--- config.mk ---
export PLATFORM = sky130hd
export DESIGN_NAME = frsc_control
export DESIGN_NICKNAME = d
export VERILOG_FILES = /design/src/rtl/core/frsc_pkg.sv /design/src/rtl/core/frsc_control.sv
export SDC_FILE = /design/constraint.sdc
export NUM_CORES = 1
export LEC_CHECK = 0
export BUFFER_PORTS_ARGS = -buffer_cell sky130_fd_sc_hd__buf_2
export CORE_AREA = 2 2 39 41
export CTS_BUF_LIST = sky130_fd_sc_hd__clkbuf_8 sky130_fd_sc_hd__clkbuf_16
export CTS_CLUSTER_DIAMETER = 150
export CTS_CLUSTER_SIZE = 40
export DETAILED_ROUTE_END_ITERATION = 16
export DIE_AREA = 0 0 41 43
export GPL_TIMING_DRIVEN = 0
export PLACE_DENSITY = 0.52
export SETUP_SLACK_MARGIN = 0.05
export SLEW_MARGIN = 20
export SYNTH_ARGS = -nofsm -noshare
export SYNTH_HDL_FRONTEND = slang
export SYNTH_SLANG_ARGS = --single-unit
--- constraint.sdc ---
create_clock -name clock -period 2.2 [get_ports clock]
set_input_delay 0.44 -clock clock [delete_from_list [all_inputs] [get_ports clock]]
set_output_delay 0.44 -clock clock [all_outputs]
set_load 0.005 [all_outputs]
--- src/rtl/core/frsc_pkg.sv ---
package frsc_pkg;

   localparam int unsigned DefaultStackDepth = 256;
   localparam int unsigned CodeWordsReset    = 1024;
   localparam int unsigned StackCapReset     = 256;
   localparam int unsigned CsrWidth          = 21;
   localparam logic [31:0] CharMaxCode       = 32'd255;

   typedef enum logic [4:0] {
      OP_NOP   = 5'd0,
      OP_HALT  = 5'd1,
      OP_ADD   = 5'd2,
      OP_SUB   = 5'd3,
      OP_MUL   = 5'd4,
      OP_DIV   = 5'd5,
      OP_INC   = 5'd6,
      OP_DEC   = 5'd7,
      OP_LOOP  = 5'd8,
      OP_MOVR  = 5'd9,
      OP_LOAD  = 5'd10,
      OP_STORE = 5'd11,
      OP_IN    = 5'd12,
      OP_GET   = 5'd13,
      OP_OUT   = 5'd14,
      OP_PUT   = 5'd15,
      OP_SWAP  = 5'd16,
      OP_PUSH  = 5'd17,
      OP_POP   = 5'd18
   } op_type;

   typedef enum logic [2:0] {
      ST_OK          = 3'd0,
      ST_HALT        = 3'd1,
      ST_BAD_INSTR   = 3'd2,
      ST_BAD_OPERAND = 3'd3,
      ST_BAD_ADDR    = 3'd4,
      ST_DIV_ZERO    = 3'd5,
      ST_STACK       = 3'd6,
      ST_IO          = 3'd7
   } status_type;

   typedef enum logic [1:0] {
      COND_VALUE     = 2'd0,
      COND_EOF       = 2'd1,
      COND_MALFORMED = 2'd2,
      COND_OTHER     = 2'd3
   } cond_type;

   typedef enum logic [1:0] {
      PRINT_NONE   = 2'd0,
      PRINT_NUMBER = 2'd1,
      PRINT_CHAR   = 2'd2,
      PRINT_UNUSED = 2'd3
   } print_type;

   localparam logic CSR_CODE_WORDS     = 1'b0;
   localparam logic CSR_STACK_CAPACITY = 1'b1;

   typedef struct packed {
      logic signed [31:0] opcode;
      logic signed [31:0] operand_one;
      logic signed [31:0] operand_two;
      logic signed [31:0] console_value;
      logic        [1:0]  console_condition;
   } req_type;

   typedef struct packed {
      logic        [2:0]  status;
      logic signed [31:0] next_address;
      logic        [1:0]  print_kind;
      logic signed [31:0] print_value;
      logic        [8:0]  stack_count;
      logic signed [31:0] reg_a_value;
      logic signed [31:0] reg_b_value;
      logic signed [31:0] reg_c_value;
      logic signed [31:0] reg_d_value;
   } rsp_type;

   typedef struct packed {
      logic capture;
      logic decode;
      logic div_step;
      logic commit;
   } ctl_cmd_type;

   typedef struct packed {
      logic need_div;
   } dp_sts_type;

endpackage

--- src/rtl/core/frsc_control.sv ---
module frsc_control (
   input  logic                  clock,
   input  logic                  reset,
   input  logic                  req_valid,
   output logic                  req_ready,
   output logic                  rsp_valid,
   input  logic                  rsp_ready,
   input  frsc_pkg::dp_sts_type  sts,
   output frsc_pkg::ctl_cmd_type cmd
);
   import frsc_pkg::*;

   typedef enum logic [1:0] {
      S_IDLE,
      S_DECODE,
      S_DIV,
      S_COMMIT
   } state_type;

   state_type state_ff;
   logic [4:0] div_cnt_ff;
   logic       rsp_valid_ff;
   logic       slot_free;

   assign slot_free   = !rsp_valid_ff || rsp_ready;
   assign req_ready   = state_ff == S_IDLE;
   assign rsp_valid   = rsp_valid_ff;
   assign cmd.capture  = req_valid && (state_ff == S_IDLE);
   assign cmd.decode   = state_ff == S_DECODE;
   assign cmd.div_step = state_ff == S_DIV;
   assign cmd.commit   = (state_ff == S_COMMIT) && slot_free;

   always_ff @(posedge clock) begin
      if (reset) begin
         state_ff     <= S_IDLE;
         div_cnt_ff   <= 5'd0;
         rsp_valid_ff <= 1'b0;
      end else begin
         if (cmd.commit) rsp_valid_ff <= 1'b1;
         else if (rsp_ready) rsp_valid_ff <= 1'b0;
         unique case (state_ff)
            S_IDLE: if (req_valid) state_ff <= S_DECODE;
            S_DECODE: begin
               div_cnt_ff <= 5'd0;
               state_ff   <= sts.need_div ? S_DIV : S_COMMIT;
            end
            S_DIV: begin
               div_cnt_ff <= div_cnt_ff + 5'd1;
               if (div_cnt_ff == 5'd31) state_ff <= S_COMMIT;
            end
            S_COMMIT: begin
               if (slot_free) state_ff <= S_IDLE;
            end
            default: state_ff <= S_IDLE;
         endcase
      end
   end

endmodule

==> results_dict.tcl, run 1 <==
set metrics [dict create \
    final_core_util_pct 41.5 \
    layout-drive-gt1-share_pct 17.9 \
    min_from "div_cnt_ff[1]" \
    cp_top_family "flip-flops" \
    setup_tns_ps 0 \
    antenna_cells 0 \
    end_kind "output port" \
    clk_path_buf_depth 2 \
    hpwl_um 674 \
    finalWorstSetupSlack_ps 515 \
    grt_setup_unrepaired "false" \
    finalCritPeriodShare_pct 76.6 \
    switching_power_uw 250 \
    timing.fmax_ghz 0.593 \
    crit_arrival_ps 1250 \
    p_leak_nw 0.249 \
    fill_cells 154 \
    grt_max_degree 10 \
    die_x_um 41 \
    power_frac_comb_pct 44.2 \
    globalplace.congestion 0.734 \
    relSlewSlack_pct 75.7 \
    postCtsSetupBuffers 0 \
    critPathLaunchType "flip-flop" \
    cts_tree "built" \
    clockPowerShare_pct 26.1 \
    nets 81 \
    rr_endpoint "state_ff[0]" \
    pre_cts_ws_ps 642 \
    fp.dieH_um 43 \
    clock_sinks 8 \
    area_delta_synth_final_pct 22.7 \
    dieArea_um2 1760 \
    critPathMaxFanout 9 \
    synth_nets 67 \
    hold_buffers 0 \
    p_int_uw 410 \
    h-tree-depth 1 \
    finalHoldViolations 0 \
    start_util_pct 33.8 \
    rows 14 \
    status "finished clean" \
    grt_pass1_wl_um 1500 \
    synth_area_um2 468 \
    max-cap-violations 0 \
    portBuffers 9 \
    yosys_warnings 0 \
    swShare_pct 37.9 \
    setup_viol 0 \
    cp-startpoint "state_ff[0]" \
    grt-ovfl-total 0 \
    holdPathStages 2 \
    initialDrtViolationCount 3 \
    sequentialPowerShare_pct 29.7 \
    worstHoldEndpoint "div_cnt_ff[1]" \
    critical_path_buf_inv_count 2 \
    drtPass1Iterations 2 \
    drt_wl_total_um 889 \
    tightest_slew_ps 365 \
    antenna_found_initial 0 \
    clockRootBuffer "clkbuf_8" \
    placed_cells 80 \
    reg2regPathDepth 6 \
    critPathSlowestCell "dfxtp_1" \
    grt_pass1_vias 371 \
    synth.distinct_cells 20 \
    insertion_delay_ps 230 \
    wire_per_inst_um 10.7 \
    cp_cell_sequence "inv_1, ha_1, buf_2" \
    avgSynthCellArea_um2 8.51 \
    cts_buffers 3 \
    skew_ps 3.80 \
    vdd_drop_max_mv 0.394 \
    ant_nets 0 \
    routed_via_density 4.86 \
    ios 11 \
    min_period_ps 1690 \
    powerDensity_nw_per_um2 1150 \
    route.detailed.drc 0 \
    r2r-start "div_cnt_ff[0]" \
    vias 403 \
    cts_resized 0 \
    hold_class "flip-flop to flip-flop" \
    core_area_um2 1380 \
    synth-seq-cells 8 \
    whs_ps 471 \
    drv_slew 0 \
    timing.setup.critical_path_class "flip-flop to output port" \
    synth-seq-area-share_pct 34.2 \
    crit_path_max_incr_delay_ps 400 \
    worstPathRequired_ps 1760 \
    ff2ff_setup_slack_ps 640 \
    synth_cells 55 \
    track_usage_pct 13.4 \
    clkTransAtPathRegs_ps 40 \
    stdcell_count 83 \
]
kinds of logic (layout without fill, tap and decap cells):
group	after synthesis	count (layout)	synth area share, %
buffers and inverters	4	16	3.21
AND/OR/NAND/NOR	25	25	29.9
AO/OA/AOI/OAI	11	11	13.9
flip-flops	8	8	34.2
adder cells (fa/ha/maj)	7	7	18.7
worst max path at each step:
stage	endpoint	cells past startpoint	slack, ps
6_report	cmd[1]	3	510
5_1_grt	cmd[1]	3	430
4_1_cts	cmd[1]	3	510
3_5_place_dp	state_ff[0]	6	640
3_3_place_gp	div_cnt_ff[3]	5	670
2_1_floorplan	state_ff[0]	6	740
synth_stat cells:
library cell,instances,area [µm²]
or3_1,1,6.26
o21ai_1,1,5.00
and2_1,1,6.26
a31o_1,1,8.76
nand4b_1,1,8.76
a21oi_1,6,30.0
clkbuf_1,1,3.75
and3_1,2,12.5
nor2_1,2,7.51
nand4_1,1,6.26
nand2_1,5,18.8
nand3b_1,3,22.5
a31oi_1,2,12.5
a311oi_1,1,8.76
nor2b_1,3,18.8
nand2b_1,2,12.5
ha_1,7,87.6
nand3_1,4,20.0
inv_1,3,11.3
dfxtp_1,8,160
cell type report:
| class | count | area [µm²] | area share, % |
|---|---|---|---|
| Multi-Input combinational cell | 43 | 293 | 51.0 |
| Sequential cell | 8 | 160 | 27.9 |
| Timing Repair Buffer | 9 | 45.0 | 7.84 |
| Clock buffer | 3 | 41.3 | 7.19 |
| Tap cell | 16 | 20.0 | 3.49 |
| Inverter | 3 | 11.3 | 1.96 |
| Buffer | 1 | 3.75 | 0.654 |
flip-flops by register name, indices dropped and copies added, names as in the netlist:
register,cells
div_cnt_ff,5
rsp_valid,1
state_ff,2
worst min-delay path, cell delays in order (launching register included):
cell     delay, ps
dfxtp_1        310
nand2_1         60
a21oi_1         50
per-layer routing:
layer	up-vias	wire (µm)	share of wire, %	track usage (%)
li1	221	-	-	-
met1	174	447	50	14.9
met2	6	385	43	18.8
met3	2	46	5.2	9.42
met4	0	10	1.1	6.00
met5	-	0	0	0
per-stage QoR:
| stage | power (mW) | cell area, µm² |
|---|---|---|
| after floorplan | 0.406 | 468 |
| after global placement | 0.498 | 533 |
| after detailed placement | 0.495 | 533 |
| after CTS | 0.677 | 574 |
| after global routing | 0.728 | 574 |
| final | 0.660 | 574 |
cells in the final DEF, fill, tap and decap left out:
cell | netlist | layout
nand4_1 | 1 | 1
a31o_1 | 1 | 1
or3_1 | 1 | 1
clkbuf_1 | 1 | 1
nor2b_1 | 3 | 3
dfxtp_1 | 8 | 8
nor2_1 | 2 | 2
inv_1 | 3 | 3
buf_2 | 0 | 9
nand2b_1 | 2 | 2
and2_1 | 1 | 1
a311oi_1 | 1 | 1
nand2_1 | 5 | 5
a31oi_1 | 2 | 2
nand4b_1 | 1 | 1
o21ai_1 | 1 | 1
and3_1 | 2 | 2
ha_1 | 7 | 7
a21oi_1 | 6 | 6
clkbuf_8 | 0 | 3
nand3_1 | 4 | 4
nand3b_1 | 3 | 3
power groups by stage:
stage / logic [mW] / registers (mW) / clock network [mW]
after floorplan: 0.213 / 0.193 / 0
after global placement: 0.299 / 0.199 / 0
after detailed placement: 0.297 / 0.199 / 0
after CTS: 0.299 / 0.196 / 0.182
after global routing: 0.336 / 0.200 / 0.193
final: 0.292 / 0.196 / 0.172
No activity file was read; power rests on OpenSTA's default activity.
==> inputs of run 2 (changes only) <==
--- a/config.mk
+++ b/config.mk
@@ -13,7 +13,7 @@
 export DETAILED_ROUTE_END_ITERATION = 16
 export DIE_AREA = 0 0 41 43
 export GPL_TIMING_DRIVEN = 0
-export PLACE_DENSITY = 0.52
+export PLACE_DENSITY = 0.54
 export SETUP_SLACK_MARGIN = 0.05
 export SLEW_MARGIN = 20
 export SYNTH_ARGS = -nofsm -noshare
==> constraint.sdc (replaced) <==
create_clock -name clock -period 1.4 [get_ports clock]
set_input_delay 0.28 -clock clock [delete_from_list [all_inputs] [get_ports clock]]
set_output_delay 0.28 -clock clock [all_outputs]
set_load 0.005 [all_outputs]
==> run 2 against run 1 <==
Effect of this change:
- sequential power is 86% higher
- first-iteration DRC count increased by 67%
- non-clock buffer count grew 4
- clock-buffer cell count unchanged
- via count up 11%
- largest cell class unchanged
- clock power rose by 60%
- flip-flop and latch count unchanged
- critical path type is now flip-flop to flip-flop
- power is 98% higher
- register-to-register slack worse by 590 ps
- utilization up 9.7 points
- routed wire length rose by 10%
==> results_dict.tcl, run 2 (same netlist as run 1, synthesis figures left out) <==
set metrics [dict create \
    start_util_pct 33.8 \
    drtPass1Iterations 4 \
    antenna_found_initial 0 \
    clk_path_buf_depth 2 \
    clkTransAtPathRegs_ps 40 \
    timing.fmax_ghz 0.740 \
    routed_via_density 5.13 \
    fp.dieH_um 43 \
    die_x_um 41 \
    nets 85 \
    layout_commonest_cell "buf_2" \
    cts_tree "built" \
    final_cell_mix "buf_2 (9), a21oi_1 (6), nand2_1 (5), ha_4 (5)" \
    layout-drive-gt1-share_pct 43.7 \
    globalplace.congestion 0.786 \
    placed_cells 80 \
    h-tree-depth 1 \
    timing.setup.critical_path_class "flip-flop to flip-flop" \
    hpwl_um 676 \
    min_period_ps 1350 \
    hold_class "input port to flip-flop" \
    wire_per_inst_um 11.3 \
    setup_tns_ps 0 \
    p_total_mw 1.31 \
    finalHoldViolations 0 \
    insertion_delay_ps 220 \
    max-cap-violations 0 \
    powerDensity_nw_per_um2 1850 \
    end_kind "flip-flop" \
    tightest_slew_ps 389 \
    critPathMaxFanout 4 \
    whs_ps 349 \
    grt_setup_unrepaired "true" \
    vias 446 \
    holdPathStages 4 \
    setup_viol 0 \
    crit_arrival_ps 1480 \
    rows 14 \
    stdcell_count 87 \
    drv_slew 0 \
    route.detailed.drc 0 \
    largest_register_ffs 5 \
    antenna_cells 0 \
    portBuffers 9 \
    cts_buffers 3 \
    grt-ovfl-total 0 \
    pre_cts_ws_ps -61.6 \
    grt_pass1_vias 393 \
    ant_nets 0 \
    drt_wl_total_um 980 \
    dieArea_um2 1760 \
    worstPathRequired_ps 1530 \
    clock_sinks 8 \
    critPathLaunchType "flip-flop" \
    grt_max_degree 10 \
    relSlewSlack_pct 74.1 \
    vdd_drop_max_mv 0.883 \
    ios 11 \
    grt_pass1_wl_um 1550 \
    reg2regPathDepth 6 \
    initialDrtViolationCount 5 \
    track_usage_pct 13.5 \
    area_delta_synth_final_pct 51.3 \
    status "finished clean" \
    core_area_um2 1380 \
    skew_ps 0.301 \
    finalCritPeriodShare_pct 96.5 \
    p_leak_nw 0.268 \
    finalWorstSetupSlack_ps 48.8 \
    top_register "div_cnt_ff" \
    clockRootBuffer "clkbuf_8" \
    hold_buffers 0 \
]
## run 2: path summary, 6_finish.rpt
kind | slack (ps) | startpoint | endpoint
worst max-delay path | 50 | div_cnt_ff[0] | state_ff[0]
worst min-delay path | 350 | rsp_ready | rsp_valid
worst max register to register | 50 | div_cnt_ff[0] | state_ff[0]
worst min register to register | 490 | div_cnt_ff[1] | div_cnt_ff[1]
## run 2: layout make-up
type	count	area, µm²
fillers	135	676
multi-input cells	43	379
flip-flops and latches	8	170
repair buffers	13	75.1
clock buffers	3	41.3
well taps	16	20.0
inverters	3	18.8
plain buffers	1	3.75
## run 2: worst max-delay path, stage by stage, from the launching register on
cell and delay, ps:
dfxtp_2 330, ha_4 150, and3_4 150, ha_4 140
nand2b_4 140, and3_4 160, a311oi_2 180
## run 2: routing by layer
layer  vias up  global-route usage [%]  wire length, µm
li1        231                       -                -
met1       198                    13.9              430
met5         -                       0                0
met4         0                    4.00                9
met2        15                    21.9              457
met3         2                    7.85               83
## run 2: what timing repair did
action / CTS / global route
setup endpoints to repair: 8 / 5
pin swaps: 2 / 3
buffers inserted: 2 / 2
gates resized for setup: 12 / 5
## run 2: where the power goes
group | total [mW] | leakage, nW | internal, mW | switching [mW]
clock | 0.275 | 0.0216 | 0.186 | 0.0885
sequential | 0.365 | 0.0672 | 0.287 | 0.0783
combinational | 0.668 | 0.179 | 0.343 | 0.325
## run 2: stage by stage
step	utilization [%]	instance area [µm²]
finish	51.2	708
CTS	48.4	669
floorplan	-	502
global route	51.2	708
global placement	41.0	567
detailed placement	41.0	567
==> inputs of run 3 (changes only) <==
--- a/config.mk
+++ b/config.mk
@@ -13,7 +13,7 @@
 export DETAILED_ROUTE_END_ITERATION = 16
 export DIE_AREA = 0 0 41 43
 export GPL_TIMING_DRIVEN = 0
-export PLACE_DENSITY = 0.54
+export PLACE_DENSITY = 0.52
 export SETUP_SLACK_MARGIN = 0.05
 export SLEW_MARGIN = 20
 export SYNTH_ARGS = -nofsm -noshare
==> constraint.sdc (replaced) <==
create_clock -name clock -period 1.45 [get_ports clock]
set_input_delay 0.29 -clock clock [delete_from_list [all_inputs] [get_ports clock]]
set_output_delay 0.29 -clock clock [all_outputs]
set_load 0.005 [all_outputs]
==> run 3 against run 2 <==
Effect of this change:
- final cell count decreased by 2.3%
- register-to-register slack about the same
- non-clock buffer count decreased by 2
- first-iteration DRC count increased by 20%
- die area unchanged
- power decreased by 8.6%
- worst hold slack improved by 13 ps
- global-route usage increased by 0.76 points
- combinational power decreased by 8.8%
- setup slack got worse by 5.2 ps
- utilization decreased by 2.4 points
- sequential power decreased by 11%
==> results_dict.tcl, run 3 (same netlist as run 1, synthesis figures left out) <==
set metrics [dict create \
    status "finished clean" \
    top_register "div_cnt_ff" \
    rows 14 \
    drtPass1Iterations 5 \
    maxUsedRoutingLayer "met3" \
    tightest_slew_ps 411 \
    p_leak_nw 0.258 \
    sequentialPowerShare_pct 27.2 \
    largest_register_ffs 5 \
    min_period_ps 1410 \
    critPathLaunchType "flip-flop" \
    powerDensity_nw_per_um2 1770 \
    p_int_uw 740 \
    grt_setup_unrepaired "true" \
    core_area_um2 1380 \
    grt_pass1_vias 409 \
    wire_per_inst_um 12.2 \
    initialDrtViolationCount 6 \
    crit_arrival_ps 1540 \
    setup_tns_ps 0 \
    ff2ff_setup_slack_ps 40 \
    met1_length_um 476 \
    grt_pass1_wl_um 1610 \
    cts_buffers 3 \
    ios 11 \
    route.detailed.drc 0 \
    power_frac_comb_pct 51.0 \
    vdd_drop_max_mv 0.656 \
    dr_wl_met3_um 53 \
    portBuffers 9 \
    timing.fmax_ghz 0.711 \
    clk_path_buf_depth 2 \
    clock_sinks 8 \
    pre_cts_ws_ps -77.0 \
    die_x_um 41 \
    grt_max_degree 10 \
    clkTransAtPathRegs_ps 40 \
    cts_tree "built" \
    vias 445 \
    finalHoldViolations 0 \
    hold_buffers 0 \
    area_delta_synth_final_pct 44.4 \
    whs_ps 362 \
    worstPathRequired_ps 1580 \
    h-tree-depth 1 \
    clockPowerShare_pct 21.8 \
    fp.dieH_um 43 \
    final_cell_mix "buf_2 (9), a21oi_1 (6), nand2_1 (5)" \
    max-cap-violations 0 \
    antenna_cells 0 \
    nets 83 \
    wl_met2_um 503 \
    antenna_found_initial 0 \
    timing.setup.critical_path_class "flip-flop to flip-flop" \
    finalWorstSetupSlack_ps 43.6 \
    finalCritPeriodShare_pct 97.0 \
    clockRootBuffer "clkbuf_8" \
    dieArea_um2 1760 \
    track_usage_pct 14.2 \
    setup_viol 0 \
    end_kind "flip-flop" \
    grt-ovfl-total 0 \
    skew_ps 2.72 \
    relSlewSlack_pct 72.6 \
    final_core_util_pct 48.8 \
    ant_nets 0 \
    insertion_delay_ps 230 \
    layout_commonest_cell "buf_2" \
    hold_class "input port to flip-flop" \
    layout-drive-gt1-share_pct 40.6 \
    critPathMaxFanout 4 \
    drt_wl_total_um 1030 \
    hpwl_um 668 \
    switching_power_uw 455 \
    start_util_pct 33.8 \
    swShare_pct 38.1 \
    routed_via_density 5.24 \
    globalplace.congestion 0.627 \
    drv_slew 0 \
]
run 3: repair_timing:
item,CTS,global route
endpoints found under the setup margin,6,3
resized for setup,16,3
buffers inserted,2,0
pin swaps,2,1
run 3: final timing paths:
| check | from | to | cells after the start |
|---|---|---|---|
| setup / recovery | div_cnt_ff[0] | state_ff[0] | 6 |
| hold / removal | rsp_ready | rsp_valid | 4 |
| setup reg to reg | div_cnt_ff[0] | state_ff[0] | 6 |
| hold reg to reg | div_cnt_ff[1] | div_cnt_ff[1] | 2 |
run 3: power groups by stage:
| stage | clock [mW] | sequential [mW] | combinational (mW) |
|---|---|---|---|
| after floorplan | 0 | 0.292 | 0.337 |
| after global placement | 0 | 0.301 | 0.474 |
| after detailed placement | 0 | 0.300 | 0.469 |
| after CTS | 0.270 | 0.315 | 0.578 |
| after global routing | 0.283 | 0.331 | 0.674 |
| final | 0.261 | 0.325 | 0.609 |
run 3: metal layers:
metal  global-route usage [%]  up-vias
li1                         -      224
met1                     13.4      211
met2                     23.8       10
met3                     9.42        0
met4                     4.00        0
met5                        0        -
run 3: critical path, stage by stage (launching register included):
cell	delay (ps)
dfxtp_4	340
ha_4	150
and3_4	180
ha_4	140
nand2b_4	140
and3_4	170
a311oi_2	180
run 3: per-stage QoR:
stage	power, mW	cells	instance area, µm²
after CTS	1.16	85	664
after global routing	1.29	85	676
after floorplan	0.629	55	478
after global placement	0.775	80	543
final	1.19	85	676
after detailed placement	0.770	80	543
run 3: final cells by class:
type                       count  area (µm²)
buffer                         1        3.75
clock buffer                   3        41.3
fill                         120         708
inverter                       3        13.8
multi-input combinational     43         367
sequential                     8         170
tap                           16        20.0
timing repair buffer          11        60.1
